**config.mk**
```make
export PLATFORM = sky130hd
export DESIGN_NAME = stack_machine_alu_top
export DESIGN_NICKNAME = d
export VERILOG_FILES = /design/src/hw/rtl/sma_pkg.sv /design/src/hw/rtl/sma_div.sv /design/src/hw/rtl/sma_dp.sv /design/src/hw/rtl/sma_ctrl.sv /design/src/hw/rtl/stack_machine_alu_top.sv
export SDC_FILE = /design/constraint.sdc
export NUM_CORES = 2
export LEC_CHECK = 0
export BUFFER_PORTS_ARGS = -buffer_cell sky130_fd_sc_hd__buf_4
export CORE_MARGIN = 2
export CORE_UTILIZATION = 64
export DETAILED_ROUTE_END_ITERATION = 7
export PLACE_DENSITY = 0.9
export SYNTH_ARGS = -nofsm -noshare
export SYNTH_HDL_FRONTEND = slang
export SYNTH_SLANG_ARGS = --single-unit
export TNS_END_PERCENT = 10
```
**constraint.sdc**
```tcl
create_clock -name clk -period 9.79 [get_ports clk]
set_input_delay 1.958 -clock clk [delete_from_list [all_inputs] [get_ports clk]]
set_output_delay 1.958 -clock clk [all_outputs]
set_load 0.01 [all_outputs]
```
**src/hw/rtl/sma_pkg.sv**
```systemverilog
`default_nettype none
package sma_pkg;
	localparam int unsigned STACK_DEPTH_DEF = 64;
	localparam int unsigned DATA_W = 32;
	localparam int unsigned DEPTH_OUT_W = 7;

	typedef enum logic [3:0] {
		K_CONST = 4'd0, K_ADD = 4'd1, K_SUB = 4'd2, K_MUL = 4'd3, K_DIV = 4'd4,
		K_MAX = 4'd5, K_MIN = 4'd6, K_NEG = 4'd7, K_DUP = 4'd8, K_SWAP = 4'd9
	} kind_t;

	typedef enum logic [1:0] {
		ST_OK = 2'd0, ST_FEW = 2'd1, ST_OVF = 2'd2, ST_DIV0 = 2'd3
	} status_t;

	// controller -> datapath commands
	typedef struct packed {
		logic load;     // capture request, start reads
		logic rd_b;     // read second entry
		logic alu;      // compute result into r_q
		logic div_go;   // start divider
		logic wr_r;     // write result at wr position
		logic wr_swap;  // second write for swap
		logic fin;      // update pointer, publish result
	} sma_cmd_t;

	typedef struct packed {
		logic div_done;
		logic div_zero;
		logic is_div;
	} sma_sts_t;
endpackage
`default_nettype wire

```
**src/hw/rtl/sma_div.sv**
```systemverilog
`default_nettype none
module sma_div import sma_pkg::*; (
	input  wire logic clk,
	input  wire logic arst_n,
	input  wire logic go,
	input  wire logic [DATA_W-1:0] num,
	input  wire logic [DATA_W-1:0] den,
	output logic done,
	output logic [DATA_W-1:0] quo
);
	// restoring divider on magnitudes, one bit per cycle
	logic [DATA_W-1:0] q_q, d_q;
	logic [DATA_W:0] rem_q;
	logic [5:0] cnt_q;
	logic busy_q, neg_q;
	logic [DATA_W:0] trial;
	logic [DATA_W:0] shifted;

	assign shifted = {rem_q[DATA_W-1:0], q_q[DATA_W-1]};
	assign trial = shifted - {1'b0, d_q};

	always_ff @(posedge clk or negedge arst_n) begin
		if (!arst_n) begin
			busy_q <= 1'b0;
			done <= 1'b0;
			cnt_q <= '0;
		end else begin
			done <= 1'b0;
			if (go) begin
				busy_q <= 1'b1;
				cnt_q <= 6'(DATA_W);
			end else if (busy_q) begin
				cnt_q <= cnt_q - 6'd1;
				if (cnt_q == 6'd1) begin
					busy_q <= 1'b0;
					done <= 1'b1;
				end
			end
		end
	end

	always_ff @(posedge clk) begin
		if (go) begin
			q_q <= num[DATA_W-1] ? (~num + 1'b1) : num;
			d_q <= den[DATA_W-1] ? (~den + 1'b1) : den;
			rem_q <= '0;
			neg_q <= num[DATA_W-1] ^ den[DATA_W-1];
		end else if (busy_q) begin
			if (!trial[DATA_W]) begin
				rem_q <= trial;
				q_q <= {q_q[DATA_W-2:0], 1'b1};
			end else begin
				rem_q <= shifted;
				q_q <= {q_q[DATA_W-2:0], 1'b0};
			end
		end
	end

	assign quo = neg_q ? (~q_q + 1'b1) : q_q;
endmodule
`default_nettype wire

```
**src/hw/rtl/sma_dp.sv**
```systemverilog
`default_nettype none
module sma_dp import sma_pkg::*; #(
	parameter int unsigned STACK_DEPTH = STACK_DEPTH_DEF,
	parameter int unsigned PW = $clog2(STACK_DEPTH + 1)
) (
	input  wire logic clk,
	input  wire logic arst_n,
	input  wire sma_cmd_t cmd,
	output sma_sts_t sts,
	input  wire logic [3:0] in_kind,
	input  wire logic [DATA_W-1:0] in_operand,
	output logic [DATA_W-1:0] top_value,
	output logic [DEPTH_OUT_W-1:0] depth,
	output logic [1:0] status
);
	localparam int unsigned AW = $clog2(STACK_DEPTH);

	logic [DATA_W-1:0] mem [STACK_DEPTH];
	logic [DATA_W-1:0] rd_q, a_q, b_q, r_q, top_q;
	logic [PW-1:0] sp_q, nsp_q;
	logic [3:0] kind_q;
	logic [DATA_W-1:0] opnd_q;
	logic [1:0] st_q;
	logic [1:0] st_n_q;
	logic wr_en_q;
	logic [AW-1:0] rd_addr;
	logic [PW-1:0] rd_pos;
	logic [DATA_W-1:0] div_q;
	logic div_done;
	logic [DATA_W-1:0] prod;

	// shorthand for stack content (sp bounded by STACK_DEPTH)
	logic has1, has2, full;
	assign has1 = sp_q != '0;
	assign has2 = sp_q > PW'(1);
	assign full = sp_q == PW'(STACK_DEPTH);

	assign rd_pos = cmd.rd_b ? sp_q - PW'(2) : sp_q - PW'(1);
	assign rd_addr = rd_pos[AW-1:0];

	always_ff @(posedge clk) begin
		rd_q <= mem[rd_addr];
		if (cmd.wr_r)
			mem[nsp_q[AW-1:0] - AW'(1)] <= r_q;
		else if (cmd.wr_swap)
			mem[nsp_q[AW-1:0] - AW'(2)] <= a_q;
	end

	sma_div u_div (
		.clk(clk), .arst_n(arst_n), .go(cmd.div_go),
		.num(a_q), .den(b_q), .done(div_done), .quo(div_q)
	);

	// only the low word of the product is kept
	assign prod = a_q * b_q;

	always_ff @(posedge clk) begin
		if (cmd.load) begin
			kind_q <= in_kind;
			opnd_q <= in_operand;
		end
		if (cmd.rd_b)
			a_q <= has1 ? rd_q : '1;
		if (cmd.alu) begin
			b_q <= has2 ? rd_q : '1;
		end
	end

	// published result and next state, taken on fin; alu_d delays the alu command
	logic alu_d;
	always_ff @(posedge clk or negedge arst_n) begin
		if (!arst_n) begin
			alu_d <= 1'b0;
			sp_q <= '0;
			top_q <= '0;
			st_q <= ST_OK;
		end else begin
			alu_d <= cmd.alu;
			if (cmd.fin) begin
				sp_q <= nsp_q;
				st_q <= st_n_q;
			end
			if (cmd.fin)
				top_q <= (nsp_q == '0) ? '0 : (wr_en_q ? r_q : top_q);
		end
	end

	// alu stage: compute r_q, nsp_q, status and whether top changes; on div_done, load the quotient into r_q
	always_ff @(posedge clk) begin
		if (alu_d) begin
			wr_en_q <= 1'b0;
			nsp_q <= sp_q;
			st_n_q <= ST_OK;
			r_q <= top_q;
			unique case (kind_q)
				K_CONST: begin
					if (full) st_n_q <= ST_OVF;
					else begin
						r_q <= opnd_q; nsp_q <= sp_q + PW'(1); wr_en_q <= 1'b1;
					end
				end
				K_ADD, K_SUB, K_MUL, K_MAX, K_MIN: begin
					wr_en_q <= 1'b1;
					nsp_q <= has2 ? sp_q - PW'(1) : PW'(1);
					case (kind_q)
						K_ADD: r_q <= a_q + b_q;
						K_SUB: r_q <= a_q - b_q;
						K_MUL: r_q <= prod;
						K_MAX: r_q <= ($signed(a_q) >= $signed(b_q)) ? a_q : b_q;
						default: r_q <= ($signed(a_q) <= $signed(b_q)) ? a_q : b_q;
					endcase
				end
				K_DIV: begin
					if (b_q == '0) st_n_q <= ST_DIV0;
					else begin
						wr_en_q <= 1'b1;
						nsp_q <= has2 ? sp_q - PW'(1) : PW'(1);
					end
				end
				K_NEG: begin
					wr_en_q <= 1'b1;
					r_q <= '0 - a_q;
					nsp_q <= has1 ? sp_q : PW'(1);
				end
				K_DUP: begin
					if (!has1) st_n_q <= ST_FEW;
					else if (full) st_n_q <= ST_OVF;
					else begin
						r_q <= a_q; nsp_q <= sp_q + PW'(1); wr_en_q <= 1'b1;
					end
				end
				K_SWAP: begin
					if (!has2) st_n_q <= ST_FEW;
					else begin
						r_q <= b_q; wr_en_q <= 1'b1;
					end
				end
				default: ;
			endcase
		end else if (div_done) begin
			r_q <= div_q;
		end
	end

	assign sts.div_done = div_done;
	assign sts.div_zero = b_q == '0;
	assign sts.is_div = kind_q == K_DIV;

	assign top_value = top_q;
	assign depth = DEPTH_OUT_W'(sp_q);
	assign status = st_q;
endmodule
`default_nettype wire

```
**src/hw/rtl/sma_ctrl.sv**
```systemverilog
`default_nettype none
module sma_ctrl import sma_pkg::*; (
	input  wire logic clk,
	input  wire logic arst_n,
	input  wire logic in_fire,
	input  wire logic out_fire,
	input  wire logic [3:0] kind,
	input  wire sma_sts_t sts,
	output sma_cmd_t cmd,
	output logic idle,
	output logic out_valid
);
	typedef enum logic [8:0] {
		S_IDLE = 9'b000000001, S_RDA = 9'b000000010, S_RDB = 9'b000000100,
		S_ALU = 9'b000001000, S_DEC = 9'b000010000, S_DIV = 9'b000100000,
		S_WR = 9'b001000000, S_WR2 = 9'b010000000, S_OUT = 9'b100000000
	} state_t;
	state_t state_q;
	logic swap_q;

	always_ff @(posedge clk or negedge arst_n) begin
		if (!arst_n) begin
			state_q <= S_IDLE;
			swap_q <= 1'b0;
		end else begin
			unique case (state_q)
				S_IDLE: if (in_fire) begin
					state_q <= S_RDA; swap_q <= kind == K_SWAP;
				end
				S_RDA: state_q <= S_RDB;
				S_RDB: state_q <= S_ALU;
				S_ALU: state_q <= S_DEC;
				S_DEC: state_q <= (sts.is_div && !sts.div_zero) ? S_DIV : S_WR;
				S_DIV: if (sts.div_done) state_q <= S_WR;
				S_WR: state_q <= swap_q ? S_WR2 : S_OUT;
				S_WR2: state_q <= S_OUT;
				S_OUT: if (out_fire) state_q <= S_IDLE;
				default: state_q <= S_IDLE;
			endcase
		end
	end

	always_comb begin
		cmd = '0;
		cmd.load = state_q == S_IDLE && in_fire;
		cmd.rd_b = state_q == S_RDA;
		cmd.alu = state_q == S_RDB;
		cmd.div_go = state_q == S_DEC && sts.is_div && !sts.div_zero;
		cmd.wr_r = state_q == S_WR;
		cmd.wr_swap = state_q == S_WR2;
		cmd.fin = (state_q == S_WR && !swap_q) || state_q == S_WR2;
	end
	assign idle = state_q == S_IDLE;
	assign out_valid = state_q == S_OUT;

	ap_one_hot: assert property (@(posedge clk) disable iff (!arst_n) $onehot(state_q))
		else $error("state not one-hot");
	ap_div_start: assert property (@(posedge clk) disable iff (!arst_n)
		cmd.div_go |=> state_q == S_DIV) else $error("divider start lost");
	ap_out_hold: assert property (@(posedge clk) disable iff (!arst_n)
		out_valid && !out_fire |=> out_valid) else $error("result dropped");
endmodule
`default_nettype wire

```
**src/hw/rtl/stack_machine_alu_top.sv**
```systemverilog
`default_nettype none
// Zero-operand 32-bit stack machine. Each request on s_axis is one instruction
// (kind, operand); one response per instruction on m_axis gives top of stack,
// depth and status. Requests are handled one at a time: a new request is
// taken only once the response to the last one has been taken. SWAP goes
// through a second write state, and a division waits in the divide state
// for the 32-step radix-2 divider. A stalled response holds the input off.
// The stack is a memory of STACK_DEPTH words with one read and one write
// port; its content is not reset, only the pointer.
module stack_machine_alu_top import sma_pkg::*; #(
	parameter int unsigned STACK_DEPTH = STACK_DEPTH_DEF
) (
	input  wire logic clk,
	input  wire logic arst_n,
	input  wire logic s_axis_tvalid,
	output logic s_axis_tready,
	input  wire logic [39:0] s_axis_tdata,  // kind[3:0], operand[35:4], zero pad
	output logic m_axis_tvalid,
	input  wire logic m_axis_tready,
	output logic [47:0] m_axis_tdata        // top_value[31:0], depth[38:32], status[40:39]
);
	sma_cmd_t cmd;
	sma_sts_t sts;
	logic idle;
	logic [DATA_W-1:0] top_value;
	logic [DEPTH_OUT_W-1:0] depth;
	logic [1:0] status;

	assign s_axis_tready = idle;

	sma_ctrl u_ctrl (
		.clk(clk), .arst_n(arst_n),
		.in_fire(s_axis_tvalid && s_axis_tready),
		.out_fire(m_axis_tvalid && m_axis_tready),
		.kind(s_axis_tdata[3:0]), .sts(sts), .cmd(cmd),
		.idle(idle), .out_valid(m_axis_tvalid)
	);

	sma_dp #(.STACK_DEPTH(STACK_DEPTH)) u_dp (
		.clk(clk), .arst_n(arst_n), .cmd(cmd), .sts(sts),
		.in_kind(s_axis_tdata[3:0]), .in_operand(s_axis_tdata[35:4]),
		.top_value(top_value), .depth(depth), .status(status)
	);

	assign m_axis_tdata = {7'd0, status, depth, top_value};
endmodule
`default_nettype wire
```
==> flow_summary_export.csv <==
group,metric,value,unit
status,status,"complete, but fails checks",
status,violations,"DRC, capacitance limit, slew limit",
synth,yosysTopAreaCellShare,0.576,
clocking,cts_setup_buffers,0,
floorplanning,die-area,187000,um^2
clocking,cts_tree,"done",
synth,yosys-top-cells-area,"edfxtp_1 (58%), mux4_2 (10%), fa_1 (7.0%), ha_1 (2.5%), nand2_1 (2.0%)",
cells_and_area,multi_input_area,43900,um^2
timing,timing.setup.tns,0,ns
cells_and_area,fillers,10200,
synth,synth_cell_types,88,
global_routing,grt_antenna_before_repair,61,
detailed_routing,wirelength,435000,um
timing,drv_slew,13,
clocking,clk_latency,0.98,ns
clocking,path_clk_slew,0.07,ns
worst_setup_path,rrSetupSlack,0.42,ns
timing,rsz0062_at_grt,"false",
cells_and_area,design_area,129000,um^2
clocking,cts_buffer_depth,3,
worst_setup_path,critPathKind,"reg2reg",
timing,max_slew.worst_pin.slew,1.61,ns
global_routing,grt_max_degree,134,
synth,synthFlopType,"edfxtp_1",
floorplanning,rows,157,
placement,placed_area,122000,um^2
clocking,cts-htree-levels,4,
worst_hold_path,holdCritPathClass,"reg2reg",
timing,maxSlewHeadroom,-0.0711,
worst_setup_path,worst_ep_required_time,10.39,ns
placement,port_buffers,82,
worst_hold_path,hp-start,"u_dp.rd_q[23]",
detailed_routing,vias,81400,
detailed_routing,antenna_left,0,
worst_setup_path,critPathLaunchType,"register",
clocking,clkSinkCount,2379,
timing,finalCriticalPeriod,9.37,ns
worst_setup_path,r2r-start,"u_dp.b_q[5]",
timing,setup_viol_count_final,0,
worst_hold_path,min_to,"u_dp.a_q[23]",
worst_setup_path,crit_fanout,18,
clocking,hold_buffers,0,
worst_hold_path,min_path_cells,1,
timing,fin_ws,0.418,ns
timing,final_hold_viol_count,0,
worst_setup_path,r2r.worst_path.cells,24,
worst_setup_path,crit_family,"adder cells",
synth,synth.largest_area_cell,"edfxtp_1",
worst_setup_path,critPathMaxStageDelay,1.05,ns
placement,place_hpwl,239000,um
worst_setup_path,cp.arrival,9.97,ns
placement,placed_cells_incl_taps,10000,
detailed_routing,via_per_inst,7.77,
synth,avgSynthCellArea,15.1,um^2
clocking,numCtsBuffers,216,
detailed_routing,drt_iter0_drc,16100,
worst_setup_path,worstPathCellList,"clkinv_1 -> nor2_1 -> fa_1 -> fa_1 -> fa_1 -> inv_1 -> fa_1 -> inv_1 -> fa_1 -> ha_1 -> fa_1 -> fa_1 -> ha_1 -> a21oi_1 -> a2bb2oi_1 -> a211o_1 -> o311ai_0 -> buf_4 -> a31oi_1 -> o21ai_0 -> xnor2_1 -> o221ai_1 -> a21oi_1 -> nor3_1",
worst_setup_path,critPathSlowestCell,"edfxtp_1",
detailed_routing,first_pass_iters,8,
worst_setup_path,cp_num_buf_inv,4,
synth,yosys_warnings,0,
synth,async_reset_ff_frac,0.0252,
clocking,clock-root-buffer,"clkbuf_16",
cells_and_area,seq_area,70500,um^2
synth,netlist_instances,7807,
clocking,cts_resized,0,
floorplanning,initial_core_util,0.643,
global_routing,grt_pass1_wl,611000,um
global_routing,grt_pass1_vias,79400,
run,maxCapViolCount,3,
floorplanning,core_area,183000,um^2
floorplanning,io-pin-count,94,
placement,place_ws,1.04,ns
timing,skew,0.130,ns
timing,clock.fmax,107,MHz
detailed_routing,wire_per_inst,41.5,um
timing,final.period_utilization,0.957,
floorplanning,dieWidth,433,um
cells_and_area,stdcell_count,10500,
synth,synth-seq-cells,2379,
worst_setup_path,crit_top_cell,"fa_1",
floorplanning,die_h,433,um
global_routing,grt_usage,0.472,
synth,ys_seq_area_frac,0.600,
worst_setup_path,crit_path_end_kind,"register",
synth,synth_edf_count,2255,
worst_setup_path,regToRegEndpoint,"u_dp.r_q[28]",
cells_and_area,fin_nets,8565,
detailed_routing,route.detailed.drc,23,
cells_and_area,drive_gt1_frac,0.173,
global_routing,overflow,0,
placement,gp_congestion,1.04,
synth,netlist_area,118000,um^2
cells_and_area,syn_to_final_growth,10.1,%
## worst reg2reg max path, stage by stage, from the launching register on
cell,delay [ns]
edfxtp_1,1.05
clkinv_1,0.59
nor2_1,0.43
fa_1,0.49
fa_1,0.44
fa_1,0.56
inv_1,0.05
fa_1,0.47
inv_1,0.06
fa_1,0.47
ha_1,0.31
fa_1,0.51
fa_1,0.42
ha_1,0.34
a21oi_1,0.18
a2bb2oi_1,0.19
a211o_1,0.14
o311ai_0,0.15
buf_4,0.20
a31oi_1,0.40
o21ai_0,0.23
xnor2_1,0.36
o221ai_1,0.20
a21oi_1,0.74
nor3_1,0.13
## cells by family (layout without fill, tap and decap cells)
logic type	after synthesis	in the layout	synth area share
DFF	2379	2379	0.600
and+or+nand+nor	1671	1671	0.0696
AOI/OAI and AO/OA	1109	1109	0.0600
buffers and inverters	987	1236	0.0338
muxes	770	770	0.124
adders and majority gates	645	645	0.0949
xor gates and xnor gates	245	245	0.0183
other	1	39	0.0000319
## synth_stat cells, drive strengths merged (13+ instances only)
| cell type | instances |
|---|---|
| o22ai | 38 |
| o21a | 24 |
| nand2 | 612 |
| a221o | 30 |
| nand4 | 16 |
| o31ai | 34 |
| a21oi | 333 |
| clkbuf | 391 |
| a31oi | 18 |
| xnor2 | 172 |
| a211oi | 148 |
| o221ai | 20 |
| nand2b | 73 |
| nor3 | 58 |
| mux2i | 215 |
| edfxtp | 2255 |
| ha | 234 |
| or4 | 13 |
| nor4 | 17 |
| o21bai | 17 |
| mux4 | 544 |
| or2 | 51 |
| o211ai | 26 |
| or3 | 30 |
| nor2b | 153 |
| o21ai | 253 |
| dfrtp | 59 |
| a21o | 35 |
| a221oi | 40 |
| fa | 411 |
| xor2 | 73 |
| buf | 93 |
| and2 | 252 |
| nor2 | 300 |
| inv | 500 |
| nand3 | 49 |
| dfxtp | 64 |
## worst max-delay path by stage
| stage | slack [ns] | to | depth (start not counted) | startpoint |
|---|---|---|---|---|
| 3_3_place_gp | 1.12 | u_dp.r_q[29] | 26 | u_dp.b_q[5] |
| 3_5_place_dp | 1.04 | u_dp.r_q[29] | 26 | u_dp.b_q[5] |
| 6_report | 0.42 | u_dp.r_q[28] | 24 | u_dp.b_q[5] |
| 4_1_cts | 1.02 | u_dp.r_q[29] | 26 | u_dp.b_q[5] |
| 5_1_grt | 0.32 | u_dp.r_q[28] | 25 | u_dp.b_q[5] |
| 2_1_floorplan | 2.35 | u_dp.r_q[30] | 28 | u_dp.a_q[9] |
## metrics by stage
stage          hold slack [ns]  utilization
2_1_floorplan            0.452            -
3_3_place_gp             0.475        0.667
3_5_place_dp             0.485        0.667
4_1_cts                  0.467        0.707
5_1_grt                  0.496        0.708
6_report                 0.479        0.708
## flip-flops by register name (all words and copies together) (netlist names), 2 cells and up
register,cells
u_dp.top_value,32
u_dp.r_q,32
u_dp.depth,7
u_dp.nsp_q,7
u_dp.st_n_q,2
u_dp.u_div.rem_q,32
u_dp.status,2
u_dp.rd_q,32
u_dp.b_q,32
u_dp.u_div.cnt_q,6
u_dp.opnd_q,32
u_dp.kind_q,4
u_dp.u_div.d_q,32
u_dp.u_div.q_q,32
u_dp.mem,2048
u_dp.a_q,32
u_ctrl.state_q,9
## area by class of cell
type,count,area share
antenna,32,0.000619
clock buffer,274,0.0438
clock inverter,130,0.0135
inverter,503,0.0146
multi-input combinational,4447,0.339
sequential,2379,0.545
tap,2385,0.0231
timing repair buffer,329,0.0208
## layer usage
layer  track usage  up-vias  wire, um
li1              -    29300         -
met1         0.532    39200    123000
met2         0.696     9822    190000
met3         0.192     3048     68100
met4         0.418       48     53700
met5      0.000260        -       328
## cell usage in the layout (no fill, tap or decap), types with 53 or more instances in the layout
| cell type | count |
|---|---|
| edfxtp_1 | 2255 |
| nand2_1 | 582 |
| mux4_2 | 544 |
| inv_1 | 498 |
| fa_1 | 411 |
| a21oi_1 | 321 |
| buf_4 | 310 |
| and2_1 | 250 |
| o21ai_0 | 247 |
| ha_1 | 234 |
| nor2_1 | 231 |
| clkbuf_16 | 216 |
| mux2i_1 | 214 |
| xnor2_1 | 168 |
| nor2b_1 | 152 |
| a211oi_1 | 148 |
| nand2b_1 | 73 |
| xor2_1 | 72 |
| nor2_4 | 64 |
| dfxtp_1 | 64 |
| dfrtp_1 | 57 |
| nor3_1 | 53 |
| clkbuf_1 | 53 |
Power is left out: the tool's default activity adds up to more than one toggle a clock period on the data nets, which glitch-free logic cannot reach.
